[src/sv/udff_pkg.sv]
// Shared types and constants of the unsigned decimal field formatter.
// Used by the register block, controller, datapath and top level.
package udff_pkg;

   localparam int VALUE_W    = 64;
   localparam int CHAR_W     = 8;
   localparam int FIELD_W    = 6;
   localparam int PREC_W     = 7;
   localparam int BCD_DIGITS = 20;
   localparam int DIGIT_W    = 4;
   localparam int BCD_W      = BCD_DIGITS * DIGIT_W;
   localparam int DIG_IDX_W  = $clog2(BCD_DIGITS);
   localparam int NDIG_W     = $clog2(BCD_DIGITS + 1);
   localparam int CNT_W      = $clog2(VALUE_W);
   localparam int CSR_DATA_W = 32;
   localparam int CSR_ADDR_W = 4;

   localparam int DEF_MAX_DIGITS = 20;
   localparam int DEF_MAX_FIELD  = 63;

   localparam logic [1:0] REG_FIELD_WIDTH  = 2'd0;
   localparam logic [1:0] REG_MIN_DIGITS   = 2'd1;
   localparam logic [1:0] REG_LEFT_JUSTIFY = 2'd2;
   localparam logic [1:0] REG_ZERO_PAD     = 2'd3;

   localparam logic [CHAR_W-1:0] CH_NUL   = 8'h00;
   localparam logic [CHAR_W-1:0] CH_SPACE = 8'h20;
   localparam logic [CHAR_W-1:0] CH_ZERO  = 8'h30;

   typedef struct packed {
      logic [FIELD_W-1:0]       field_width;
      logic signed [PREC_W-1:0] min_digits;
      logic                     left_justify;
      logic                     zero_pad;
   } udff_cfg_type;

   typedef struct packed {
      logic load;
      logic convert;
      logic size;
      logic plan;
      logic emit;
   } udff_cmd_type;

   typedef struct packed {
      logic conv_done;
      logic emit_done;
      logic slot_free;
   } udff_sts_type;

endpackage

[src/sv/udff_csr.sv]
// Configuration registers of the formatter behind an APB-style port.
// Depends on udff_pkg for register indexes and the configuration struct.
module udff_csr (
   input  logic                               clock,
   input  logic                               reset,
   input  logic                               psel,
   input  logic                               penable,
   input  logic                               pwrite,
   input  logic [udff_pkg::CSR_ADDR_W-1:0]    paddr,
   input  logic [udff_pkg::CSR_DATA_W-1:0]    pwdata,
   output logic [udff_pkg::CSR_DATA_W-1:0]    prdata,
   output logic                               pready,
   output udff_pkg::udff_cfg_type             cfg
);
   import udff_pkg::*;

   udff_cfg_type cfg_ff;
   udff_cfg_type cfg_in;
   logic         wr_en;
   logic [1:0]   reg_idx;

   assign pready  = 1'b1;
   assign reg_idx = paddr[CSR_ADDR_W-1:2];
   assign wr_en   = psel && penable && pwrite && pready;

   always_comb begin
      cfg_in = cfg_ff;
      if (wr_en) begin
         case (reg_idx)
            REG_FIELD_WIDTH:  cfg_in.field_width  = pwdata[FIELD_W-1:0];
            REG_MIN_DIGITS:   cfg_in.min_digits   = pwdata[PREC_W-1:0];
            REG_LEFT_JUSTIFY: cfg_in.left_justify = pwdata[0];
            REG_ZERO_PAD:     cfg_in.zero_pad     = pwdata[0];
            default:          cfg_in = cfg_ff;
         endcase
      end
   end

   always_ff @(posedge clock) begin
      if (reset) begin
         cfg_ff.field_width  <= '0;
         cfg_ff.min_digits   <= '1;
         cfg_ff.left_justify <= 1'b0;
         cfg_ff.zero_pad     <= 1'b0;
      end else begin
         cfg_ff <= cfg_in;
      end
   end

   always_comb begin
      case (reg_idx)
         REG_FIELD_WIDTH:  prdata = CSR_DATA_W'(cfg_ff.field_width);
         REG_MIN_DIGITS:   prdata = {{(CSR_DATA_W-PREC_W){cfg_ff.min_digits[PREC_W-1]}},
                                     cfg_ff.min_digits};
         REG_LEFT_JUSTIFY: prdata = CSR_DATA_W'(cfg_ff.left_justify);
         REG_ZERO_PAD:     prdata = CSR_DATA_W'(cfg_ff.zero_pad);
         default:          prdata = '0;
      endcase
   end

   assign cfg = cfg_ff;

endmodule

[src/sv/udff_ctrl.sv]
// Sequencing state machine of the formatter: load, convert, size, plan, emit.
// Depends on udff_pkg for the command and status structs.
module udff_ctrl (
   input  logic                    clock,
   input  logic                    reset,
   input  logic                    req_valid,
   output logic                    req_ready,
   input  udff_pkg::udff_sts_type  sts,
   output udff_pkg::udff_cmd_type  cmd
);
   import udff_pkg::*;

   localparam logic [2:0] ST_IDLE    = 3'd0;
   localparam logic [2:0] ST_CONVERT = 3'd1;
   localparam logic [2:0] ST_SIZE    = 3'd2;
   localparam logic [2:0] ST_PLAN    = 3'd3;
   localparam logic [2:0] ST_EMIT    = 3'd4;

   logic [2:0] state_ff;
   logic [2:0] state_in;

   assign req_ready = (state_ff == ST_IDLE);

   always_comb begin
      cmd      = '0;
      state_in = state_ff;
      case (state_ff)
         ST_IDLE: begin
            if (req_valid) begin
               cmd.load = 1'b1;
               state_in = ST_CONVERT;
            end
         end
         ST_CONVERT: begin
            cmd.convert = 1'b1;
            if (sts.conv_done) begin
               state_in = ST_SIZE;
            end
         end
         ST_SIZE: begin
            cmd.size = 1'b1;
            state_in = ST_PLAN;
         end
         ST_PLAN: begin
            cmd.plan = 1'b1;
            state_in = ST_EMIT;
         end
         ST_EMIT: begin
            // advance one character whenever the output register can take it
            if (sts.slot_free) begin
               cmd.emit = 1'b1;
               if (sts.emit_done) begin
                  state_in = ST_IDLE;
               end
            end
         end
         default: state_in = ST_IDLE;
      endcase
   end

   always_ff @(posedge clock) begin
      if (reset) begin
         state_ff <= ST_IDLE;
      end else begin
         state_ff <= state_in;
      end
   end

endmodule

[src/sv/udff_dpath.sv]
// Datapath of the formatter: shift-and-add-3 binary to BCD conversion,
// field layout, character generation and the result register. Uses udff_pkg.
module udff_dpath #(
   parameter int MAX_DIGITS = udff_pkg::DEF_MAX_DIGITS,
   parameter int MAX_FIELD  = udff_pkg::DEF_MAX_FIELD
) (
   input  logic                            clock,
   input  logic                            reset,
   input  udff_pkg::udff_cfg_type          cfg,
   input  udff_pkg::udff_cmd_type          cmd,
   output udff_pkg::udff_sts_type          sts,
   input  logic [udff_pkg::VALUE_W-1:0]    req_value,
   output logic                            rsp_valid,
   input  logic                            rsp_ready,
   output logic [udff_pkg::CHAR_W-1:0]     rsp_character,
   output logic                            rsp_last,
   output logic                            rsp_empty_res
);
   import udff_pkg::*;

   localparam logic [NDIG_W-1:0]  MAXD  = NDIG_W'(MAX_DIGITS);
   localparam logic [FIELD_W-1:0] MAXF  = FIELD_W'(MAX_FIELD);

   // conversion
   logic [VALUE_W-1:0] bin_ff, bin_in;
   logic [BCD_W-1:0]   bcd_ff, bcd_in;
   logic [BCD_W-1:0]   bcd_adj;
   logic [CNT_W-1:0]   cnt_ff, cnt_in;

   // layout
   logic [NDIG_W-1:0]  ndig_ff, ndig_in;
   logic [NDIG_W-1:0]  nat;
   logic [FIELD_W-1:0] len_ff, len_in;
   logic [FIELD_W-1:0] b1_ff, b1_in;
   logic [FIELD_W-1:0] b2_ff, b2_in;
   logic [FIELD_W-1:0] b3_ff, b3_in;
   logic [CHAR_W-1:0]  padc_ff, padc_in;
   logic [FIELD_W-1:0] pos_ff, pos_in;

   logic               prec_none;
   logic [FIELD_W-1:0] prec_cap;
   logic [FIELD_W-1:0] width_cap;
   logic [FIELD_W-1:0] ndig_ext;
   logic [FIELD_W-1:0] slen;
   logic [FIELD_W-1:0] len_full;
   logic [FIELD_W-1:0] pad;
   logic [FIELD_W-1:0] zeros;
   logic [FIELD_W-1:0] lead;

   // emission
   logic [FIELD_W-1:0]   dig_pos;
   logic [DIG_IDX_W-1:0] dig_idx;
   logic [DIGIT_W-1:0]   dig_rd;
   logic [CHAR_W-1:0]    ch;
   logic                 ch_empty;
   logic                 ch_last;

   logic                 rsp_valid_ff, rsp_valid_in;
   logic [CHAR_W-1:0]    rsp_char_ff, rsp_char_in;
   logic                 rsp_last_ff, rsp_last_in;
   logic                 rsp_empty_ff, rsp_empty_in;

   // add 3 to every digit of 5 or more before the shift
   always_comb begin
      logic [DIGIT_W-1:0] dv;
      dv = '0;
      for (int i = 0; i < BCD_DIGITS; i++) begin
         dv = bcd_ff[i*DIGIT_W +: DIGIT_W];
         bcd_adj[i*DIGIT_W +: DIGIT_W] = (dv >= DIGIT_W'(5)) ? dv + DIGIT_W'(3) : dv;
      end
   end

   always_comb begin
      bin_in = bin_ff;
      bcd_in = bcd_ff;
      cnt_in = cnt_ff;
      if (cmd.load) begin
         bin_in = req_value;
         bcd_in = '0;
         cnt_in = '0;
      end else if (cmd.convert) begin
         bcd_in = {bcd_adj[BCD_W-2:0], bin_ff[VALUE_W-1]};
         bin_in = {bin_ff[VALUE_W-2:0], 1'b0};
         cnt_in = cnt_ff + CNT_W'(1);
      end
   end

   assign sts.conv_done = (cnt_ff == CNT_W'(VALUE_W - 1));

   // most significant nonzero digit gives the natural digit count
   always_comb begin
      nat = '0;
      for (int i = 0; i < BCD_DIGITS; i++) begin
         if (bcd_ff[i*DIGIT_W +: DIGIT_W] != '0) begin
            nat = NDIG_W'(i + 1);
         end
      end
   end

   assign prec_none = cfg.min_digits[PREC_W-1];
   assign prec_cap  = (cfg.min_digits[FIELD_W-1:0] > MAXF) ? MAXF
                                                           : cfg.min_digits[FIELD_W-1:0];
   assign width_cap = (cfg.field_width > MAXF) ? MAXF : cfg.field_width;

   always_comb begin
      ndig_in = ndig_ff;
      if (cmd.size) begin
         // zero value with precision zero prints no digits
         if (nat == '0 && !prec_none && prec_cap == '0) begin
            ndig_in = '0;
         end else if (nat == '0) begin
            ndig_in = NDIG_W'(1);
         end else if (nat > MAXD) begin
            ndig_in = MAXD;
         end else begin
            ndig_in = nat;
         end
      end
   end

   assign ndig_ext = FIELD_W'(ndig_ff);
   assign slen     = (prec_none || ndig_ext > prec_cap) ? ndig_ext : prec_cap;
   assign len_full = (width_cap > slen) ? width_cap : slen;
   assign pad      = len_full - slen;
   assign zeros    = slen - ndig_ext;
   assign lead     = cfg.left_justify ? '0 : pad;

   always_comb begin
      len_in  = len_ff;
      b1_in   = b1_ff;
      b2_in   = b2_ff;
      b3_in   = b3_ff;
      padc_in = padc_ff;
      if (cmd.plan) begin
         len_in  = len_full;
         b1_in   = lead;
         b2_in   = lead + zeros;
         b3_in   = lead + zeros + ndig_ext;
         padc_in = (cfg.zero_pad && prec_none) ? CH_ZERO : CH_SPACE;
      end
   end

   // digits sit least significant first: walk them downward
   assign dig_pos = b3_ff - pos_ff - FIELD_W'(1);
   assign dig_idx = dig_pos[DIG_IDX_W-1:0];
   assign dig_rd  = bcd_ff[dig_idx*DIGIT_W +: DIGIT_W];

   always_comb begin
      ch_empty = 1'b0;
      ch_last  = (pos_ff == len_ff - FIELD_W'(1));
      if (len_ff == '0) begin
         ch       = CH_NUL;
         ch_empty = 1'b1;
         ch_last  = 1'b1;
      end else if (pos_ff < b1_ff) begin
         ch = padc_ff;
      end else if (pos_ff < b2_ff) begin
         ch = CH_ZERO;
      end else if (pos_ff < b3_ff) begin
         ch = CH_ZERO + CHAR_W'(dig_rd);
      end else begin
         ch = CH_SPACE;
      end
   end

   assign sts.emit_done = ch_last;
   assign sts.slot_free = !rsp_valid_ff || rsp_ready;

   always_comb begin
      pos_in       = pos_ff;
      rsp_valid_in = rsp_valid_ff;
      rsp_char_in  = rsp_char_ff;
      rsp_last_in  = rsp_last_ff;
      rsp_empty_in = rsp_empty_ff;
      if (cmd.plan) begin
         pos_in = '0;
      end
      if (cmd.emit) begin
         pos_in       = ch_last ? '0 : pos_ff + FIELD_W'(1);
         rsp_valid_in = 1'b1;
         rsp_char_in  = ch;
         rsp_last_in  = ch_last;
         rsp_empty_in = ch_empty;
      end else if (rsp_ready) begin
         rsp_valid_in = 1'b0;
      end
   end

   always_ff @(posedge clock) begin
      if (reset) begin
         cnt_ff       <= '0;
         pos_ff       <= '0;
         rsp_valid_ff <= 1'b0;
      end else begin
         cnt_ff       <= cnt_in;
         pos_ff       <= pos_in;
         rsp_valid_ff <= rsp_valid_in;
      end
   end

   always_ff @(posedge clock) begin
      bin_ff       <= bin_in;
      bcd_ff       <= bcd_in;
      ndig_ff      <= ndig_in;
      len_ff       <= len_in;
      b1_ff        <= b1_in;
      b2_ff        <= b2_in;
      b3_ff        <= b3_in;
      padc_ff      <= padc_in;
      rsp_char_ff  <= rsp_char_in;
      rsp_last_ff  <= rsp_last_in;
      rsp_empty_ff <= rsp_empty_in;
   end

   assign rsp_valid     = rsp_valid_ff;
   assign rsp_character = rsp_char_ff;
   assign rsp_last      = rsp_last_ff;
   assign rsp_empty_res = rsp_empty_ff;

   assert property (@(posedge clock) disable iff (reset)
      cmd.emit && sts.emit_done |=> pos_ff == '0)
      else $error("character position not back at zero after the last transfer");

   assert property (@(posedge clock) disable iff (reset)
      cmd.size |=> ndig_ff <= MAXD)
      else $error("digit count exceeds the kept digits");

   assert property (@(posedge clock) disable iff (reset)
      cmd.plan |=> (b1_ff <= b2_ff) && (b2_ff <= b3_ff) && (b3_ff <= len_ff))
      else $error("field layout boundaries out of order");

   assert property (@(posedge clock) disable iff (reset)
      rsp_valid_ff && rsp_empty_ff |-> rsp_last_ff)
      else $error("empty field result not marked last");

endmodule

[src/sv/unsigned_decimal_field_formatter.sv]
// printf-style %u formatter: each 64-bit value on req_ becomes a run of ASCII
// characters on rsp_, one per transfer, with rsp_last on the final one and a single
// rsp_empty_res transfer when the field is empty. An item passes through an accept
// step, one-bit-per-cycle binary to BCD conversion, the size and plan layout steps
// and then emission at one character per cycle while the output register can take
// it; the conversion loop and the single character port bound the item rate. A new
// value is taken once the last character sits in the output
// register. Configuration is written through psel/penable/pwrite at 4*index.
module unsigned_decimal_field_formatter #(
   parameter int MAX_DIGITS = udff_pkg::DEF_MAX_DIGITS,
   parameter int MAX_FIELD  = udff_pkg::DEF_MAX_FIELD
) (
   input  logic                             clock,
   input  logic                             reset,
   input  logic                             req_valid,
   output logic                             req_ready,
   input  logic [udff_pkg::VALUE_W-1:0]     req_value,
   output logic                             rsp_valid,
   input  logic                             rsp_ready,
   output logic [udff_pkg::CHAR_W-1:0]      rsp_character,
   output logic                             rsp_last,
   output logic                             rsp_empty_res,
   input  logic                             psel,
   input  logic                             penable,
   input  logic                             pwrite,
   input  logic [udff_pkg::CSR_ADDR_W-1:0]  paddr,
   input  logic [udff_pkg::CSR_DATA_W-1:0]  pwdata,
   output logic [udff_pkg::CSR_DATA_W-1:0]  prdata,
   output logic                             pready
);
   import udff_pkg::*;

   udff_cfg_type cfg;
   udff_cmd_type cmd;
   udff_sts_type sts;

   udff_csr u_csr (
      .clock   (clock),
      .reset   (reset),
      .psel    (psel),
      .penable (penable),
      .pwrite  (pwrite),
      .paddr   (paddr),
      .pwdata  (pwdata),
      .prdata  (prdata),
      .pready  (pready),
      .cfg     (cfg)
   );

   udff_ctrl u_ctrl (
      .clock     (clock),
      .reset     (reset),
      .req_valid (req_valid),
      .req_ready (req_ready),
      .sts       (sts),
      .cmd       (cmd)
   );

   udff_dpath #(
      .MAX_DIGITS (MAX_DIGITS),
      .MAX_FIELD  (MAX_FIELD)
   ) u_dpath (
      .clock         (clock),
      .reset         (reset),
      .cfg           (cfg),
      .cmd           (cmd),
      .sts           (sts),
      .req_value     (req_value),
      .rsp_valid     (rsp_valid),
      .rsp_ready     (rsp_ready),
      .rsp_character (rsp_character),
      .rsp_last      (rsp_last),
      .rsp_empty_res (rsp_empty_res)
   );

endmodule

[config.mk]
export PLATFORM = sky130hd
export DESIGN_NAME = unsigned_decimal_field_formatter
export DESIGN_NICKNAME = d
export VERILOG_FILES = /design/src/sv/udff_pkg.sv /design/src/sv/udff_csr.sv /design/src/sv/udff_ctrl.sv /design/src/sv/udff_dpath.sv /design/src/sv/unsigned_decimal_field_formatter.sv
export SDC_FILE = /design/constraint.sdc
export NUM_CORES = 1
export LEC_CHECK = 0
export BUFFER_PORTS_ARGS = -buffer_cell sky130_fd_sc_hd__buf_4
export CORE_AREA = 5 5 233 235
export CTS_BUF_LIST = sky130_fd_sc_hd__clkbuf_8
export DETAILED_ROUTE_END_ITERATION = 7
export DIE_AREA = 0 0 238 240
export GPL_ROUTABILITY_DRIVEN = 1
export HOLD_SLACK_MARGIN = 0.15
export PLACE_DENSITY = 0.49
export REMOVE_ABC_BUFFERS = 1
export SYNTH_ARGS = -nofsm -noshare
export SYNTH_HDL_FRONTEND = slang
export SYNTH_SLANG_ARGS = --single-unit
[constraint.sdc]
create_clock -name clock -period 5.9 [get_ports clock]
set_input_delay 0.295 -clock clock [delete_from_list [all_inputs] [get_ports clock]]
set_output_delay 0.295 -clock clock [all_outputs]
set_load 0.05 [all_outputs]
==> flow_summary.yaml, run 1 <==
clock_tree:
  cts_tree: "done"
  root_buffer: "clkbuf_8"
  cts_buffer_depth: 3
  clk_latency_ns: 0.56
  h-tree-depth: 2
  cts.clk_slew.worst_paths_ns: 0.06
  clock-sinks: 213
  numCtsBuffers: 39
drt:
  routed_wl_um: 33900
  dr_wl_met2_um: 15800
  wl_met1_um: 16100
  vias: 10800
  drt_first_pass_iters: 5
  drc_errors: 0
  ant_nets: 0
  drt_iter0_drc: 472
  top_layer: "met4"
  routed-wl-met3_um: 1460
  wl_per_cell_um: 14.3
  via_per_inst: 4.52
floorplanning:
  pin_count: 152
  row_count: 84
  die_h_um: 240
  initial_core_util: 0.246
  die_w_um: 238
  coreArea_mm2: 0.0520
  die_area_mm2: 0.0571
cells_and_area:
  fin_util: 0.316
  syn2layout_area_growth_pct: 28.7
  nFillCells: 5393
  multi_input_area_mm2: 0.00699
  nets: 1865
  drive_gt1_frac: 0.191
  seqCellArea_mm2: 0.00529
  diodes: 0
timing:
  skew_ns: 0.0216
  tightestPinTransition_ns: 1.10
  fin_ws_ns: -0.118
  fmax_ghz: 0.166
  fin_crit_sh: 1.02
  rsz0062_at_grt: "true"
  relSlewSlack: 0.266
  finalSetupViolCount: 1
  hold_viol: 0
  drv_slew: 0
  min_period_ns: 6.02
hold_path:
  hold_path_class: "input port to flop"
power_and_ir_drop:
  p_leak_nw: 6.98
  switching_share: 0.312
  internal_power_w: 0.00318
  clkPwrFrac: 0.297
  p_switching_w: 0.00144
  p_seq_frac: 0.401
  ir_worst_vdd_uv: 150
  power_density_mw_per_mm2: 281
  power_w: 0.00462
  p_comb_frac: 0.302
yosys:
  yosysUniqueCellTypes: 59
  synth-main-ff-cell: "dfxtp_1"
  seq_area_frac_synth: 0.413
  synth_common_cells: "nand2_1, a21oi_1, dfxtp_1"
  synthCells: 1442
  syn_avg_cell_area_um2: 8.87
  synth_top_area_cell: "edfxtp_1"
  synth_seq_cells: 213
  ys_warn_count: 0
  yosysMostFrequentCell: "nand2_1"
  synth.area.top_cells: "edfxtp_1, dfxtp_1, ha_1"
  yosysTopAreaCellShare: 0.239
  synth_enable_flop_cells: 102
  async_flop_share: 0
  synth_area_mm2: 0.0128
grt:
  overflow: 0
  antenna_found_initial: 0
  grt.total_usage: 0.114
  grt_pass1_vias: 10600
  grt_max_degree: 103
  grt_pass1_wl_um: 54500
setup_path:
  crit_required_ns: 6.20
  arrival_ns: 6.32
  cp_slowest_stage_delay_ns: 0.57
  critPathSlowestCell: "fa_2"
  path_common_cell: "a21oi_2"
  cp_max_fo: 5
  worstSetupStartpointType: "flop"
  cpLargestDelayFamily: "adder cells"
  crit_path_end_kind: "flop"
  cp_num_buf_inv: 2
  crit_type: "flop to flop"
status:
  violations: "negative setup slack"
  status: "complete, but fails checks"
place:
  portBuffers: 121
  dp_hpwl_um: 23200
  gp_congestion: 0.815
run:
  cap_violations: 0
## through the flow
stage / TNS (ns) / cell area, um^2 / setup WS [ns] / std cells / hold slack, ns
after floorplan: -89.72 / 12300 / -3.41 / 1350 / 0.364
after global placement: -0.553 / 14600 / -0.293 / 2221 / 0.463
after detailed placement: -1.08 / 14600 / -0.457 / 2221 / 0.480
after CTS: -0.382 / 16300 / -0.189 / 2377 / 0.151
after global routing: -1.22 / 16500 / -0.445 / 2378 / 0.178
final: -0.118 / 16500 / -0.118 / 2378 / 0.220
## path summary, 6_finish.rpt
check | from | endpoint | slack, ns | cells after the start
max | u_dpath.ndig_ff[2] | u_dpath.b3_ff[5] | -0.12 | 27
min | req_valid | u_dpath.bin_ff[0] | 0.22 | 2
max reg2reg | u_dpath.ndig_ff[2] | u_dpath.b3_ff[5] | -0.12 | 27
min reg2reg | u_dpath.cnt_ff[1] | u_dpath.cnt_ff[1] | 0.49 | 2
## layer usage
| metal | up-vias | track usage |
|---|---|---|
| met5 | - | 0 |
| met4 | 0 | 0.0275 |
| met3 | 52 | 0.0212 |
| met2 | 184 | 0.186 |
| met1 | 5139 | 0.157 |
| li1 | 5384 | - |
## kinds of logic after synthesis
group / after synthesis / synth area share
other: 2 / 0.000587
AND/OR/NAND/NOR: 546 / 0.190
AO/OA/AOI/OAI: 282 / 0.129
multiplexers: 50 / 0.0600
buffers and inverters: 191 / 0.0649
adder cells (fa/ha/maj): 98 / 0.101
XOR/XNOR: 60 / 0.0422
flip-flops: 213 / 0.413
## cell usage in the layout, fill, tap and decap left out, types with 22 or more instances in the layout
cell type,count
a21oi_1,104
buf_4,191
clkbuf_8,44
dfxtp_1,111
dlygate4sd3_1,75
edfxtp_1,102
ha_1,80
inv_1,114
nand2_1,259
nand2b_1,30
nand3_1,70
nor2_1,105
o21ai_0,98
xnor2_1,33
xor2_1,22
## state kept, by name, indices dropped and copies added, names as in the netlist
| register | cells |
|---|---|
| u_dpath.rsp_character | 6 |
| u_dpath.rsp_last | 1 |
| u_csr.cfg | 15 |
| u_dpath.b3_ff | 6 |
| u_dpath.rsp_empty_res | 1 |
| u_dpath.padc_ff | 1 |
| u_dpath.ndig_ff | 5 |
| u_dpath.bcd_ff | 80 |
| u_dpath.bin_ff | 64 |
| u_dpath.cnt_ff | 6 |
| u_dpath.b2_ff | 6 |
| u_ctrl.state_ff | 3 |
| u_dpath.pos_ff | 6 |
| u_dpath.len_ff | 6 |
| u_dpath.rsp_valid | 1 |
| u_dpath.b1_ff | 6 |
## power groups by stage
| stage | registers, W | logic [W] | clock network (W) |
|---|---|---|---|
| floorplan | 0.00187 | 0.000741 | 0 |
| finish | 0.00185 | 0.00140 | 0.00137 |
| detailed placement | 0.00188 | 0.00119 | 0 |
| CTS | 0.00186 | 0.00135 | 0.00145 |
| global route | 0.00187 | 0.00156 | 0.00151 |
| global placement | 0.00188 | 0.00117 | 0 |
## final cells by class
class / instances / share of cell area
multi-input combinational: 1039 / 0.425
inverter: 98 / 0.0223
clock inverter: 27 / 0.00836
tap: 688 / 0.0523
clock buffer: 44 / 0.0368
sequential: 213 / 0.321
timing repair buffer: 269 / 0.135
## repair_timing
item | 4_1_cts | 5_1_grt
endpoints found under the setup margin | 5 | 8
buffers inserted | 10 | 3
resized for setup | 26 | 25
hold buffers | 75 | 0
hold endpoints to repair | 87 | 0
pin swaps | 32 | 30
Note: power is estimated with default switching activity, not from simulation.
==> inputs of run 2 (changes only) <==
- ABC_AREA: default -> 1
==> flow_summary.yaml, run 2 <==
status:
  status: "finished clean"
setup_path:
  arrival_ns: 5.94
  crit_required_ns: 6.24
  crit_path_end_kind: "flop"
  cp_slowest_stage_delay_ns: 0.53
  worstSetupStartpointType: "flop"
  crit_type: "flop to flop"
  cp_max_fo: 10
  critPathSlowestCell: "fa_1"
floorplanning:
  die_area_mm2: 0.0571
  row_count: 84
  pin_count: 152
  coreArea_mm2: 0.0520
  die_h_um: 240
  die_w_um: 238
  initial_core_util: 0.247
timing:
  finalSetupViolCount: 0
  skew_ns: 0.0340
  min_period_ns: 5.59
  holdWs_ns: 0.244
  fin_tns_setup_ns: 0
  tightestPinTransition_ns: 0.987
  relSlewSlack: 0.341
  fin_ws_ns: 0.308
  rsz0062_at_grt: "true"
  fin_crit_sh: 0.948
  fmax_ghz: 0.179
  drv_slew: 0
  hold_viol: 0
cells_and_area:
  diodes: 0
  regMostFlops: "u_dpath.bcd_ff"
  drive_gt1_frac: 0.138
  layout.cells.most_common_list: "nand2_1, inv_1, o21ai_0"
  nets: 2041
  final_common_cell: "nand2_1"
  fin_util: 0.310
  syn2layout_area_growth_pct: 25.8
  largest_register_ffs: 80
place:
  pre_cts_ws_ns: -0.0106
  portBuffers: 121
  dp_hpwl_um: 23200
  gp_congestion: 0.822
yosys:
  synthXorXnorAreaFrac: 0.0286
  synth_common_cells: "nand2_1, inv_1, o21ai_0"
  syn_avg_cell_area_um2: 7.83
  synth-main-ff-cell: "dfxtp_1"
  synth_top_area_cell: "edfxtp_1"
  synth_enable_flop_cells: 102
  synth_top_family_by_area: "simple AND/OR/NAND/NOR gates"
  yosysUniqueCellTypes: 44
  synth.area.top_cells: "edfxtp_1, dfxtp_1, nand2_1"
  synthSimpleGateAreaFrac: 0.184
  yosysTopAreaCellShare: 0.239
  synth_seq_cells: 213
  seq_area_frac_synth: 0.412
  synthCells: 1641
  async_flop_share: 0
  ys_warn_count: 0
  synth_compound_area_frac: 0.169
  synthMuxAreaShare: 0
  synthAdderAreaFrac: 0.100
  synth_area_mm2: 0.0128
  yosysMostFrequentCell: "nand2_1"
drt:
  ant_nets: 0
  drt_first_pass_iters: 5
  via_per_inst: 4.40
  drc_errors: 0
  drt_iter0_drc: 473
  routed_wl_um: 33700
  wl_per_cell_um: 13.2
  vias: 11200
clock_tree:
  h-tree-depth: 2
  numCtsBuffers: 42
  clk_latency_ns: 0.60
  cts.clk_slew.worst_paths_ns: 0.06
  clock-sinks: 213
  cts_tree: "done"
  cts_buffer_depth: 3
  root_buffer: "clkbuf_8"
power_and_ir_drop:
  power_w: 0.00709
  ir_worst_vdd_uv: 190
  power_density_mw_per_mm2: 439
  p_leak_nw: 7.18
hold_path:
  hold_path_class: "input port to flop"
grt:
  grt_pass1_vias: 10900
  grt_pass1_wl_um: 54400
  grt_max_degree: 75
  grt.total_usage: 0.115
  overflow: 0
  antenna_found_initial: 0
run:
  cap_violations: 0
## run 2: cell types whose count changed after synthesis, moves of 25 or more
cell,previous run,this run
nand2_1,262,367
o21ai_0,99,163
xnor2_1,36,6
inv_1,97,242
nand2b_1,31,0
mux2i_1,25,0
o211ai_1,3,30
## run 2: routing by layer
metal	vias up	global-route usage	wire length, um
li1	5805	-	-
met1	5168	0.152	16000
met2	217	0.189	15400
met3	47	0.0243	1700
met4	0	0.0341	656
met5	-	0	0
## run 2: cells by family after synthesis
kind of cell               Yosys count
and+or+nand+nor                    571
AOI/OAI and AO/OA                  385
buffers and inverters              330
DFF                                213
adders and majority gates           98
xor gates and xnor gates            42
other                                2
## run 2: metrics by stage
step / cells / cell area [um^2]
3_3_place_gp: 2397 / 14400
3_5_place_dp: 2397 / 14400
2_1_floorplan: 1559 / 12400
5_1_grt: 2556 / 16100
6_report: 2556 / 16100
4_1_cts: 2548 / 16000
## run 2: timing repair
item | in CTS | in global routing
pin swaps | 0 | 18
setup buffers | 0 | 8
resized for setup | 2 | 26
hold endpoints to repair | 89 | 0
cloned | 0 | 0
setup endpoints to repair | 2 | 4
hold buffers | 75 | 0
## run 2: layout make-up
class	count	area [um^2]
inverters	247	927
repair buffers	233	1940
clock inverters	30	151
multi-input cells	1099	6350
fillers	5543	35900
well taps	688	861
flip-flops and latches	213	5290
clock buffers	46	633
## run 2: worst max-delay path, delay by kind of cell (launching register included)
family	cells	cell delay [ns]
xor+xnor	1	0.18
simple gates	16	1.41
buf+inv	7	0.42
compound gates	6	0.76
flops	1	0.38
fa+ha+maj	7	2.18
## run 2: where the power goes
group	total, W	internal, W	switching (W)	leakage [nW]
logic	0.00321	0.00116	0.00205	4.83
clock network	0.00143	0.000759	0.000675	0.469
registers	0.00245	0.00220	0.000246	1.88
## run 2: path summary, 6_finish.rpt
check        depth (start not counted)  slack (ns)            endpoint                from
max reg2reg                         37        0.31    u_dpath.b3_ff[5]  u_dpath.ndig_ff[3]
min                                  7        0.24  u_ctrl.state_ff[1]           req_valid
max                                 37        0.31    u_dpath.b3_ff[5]  u_dpath.ndig_ff[3]
min reg2reg                          2        0.48   u_dpath.bcd_ff[0]  u_dpath.bin_ff[63]
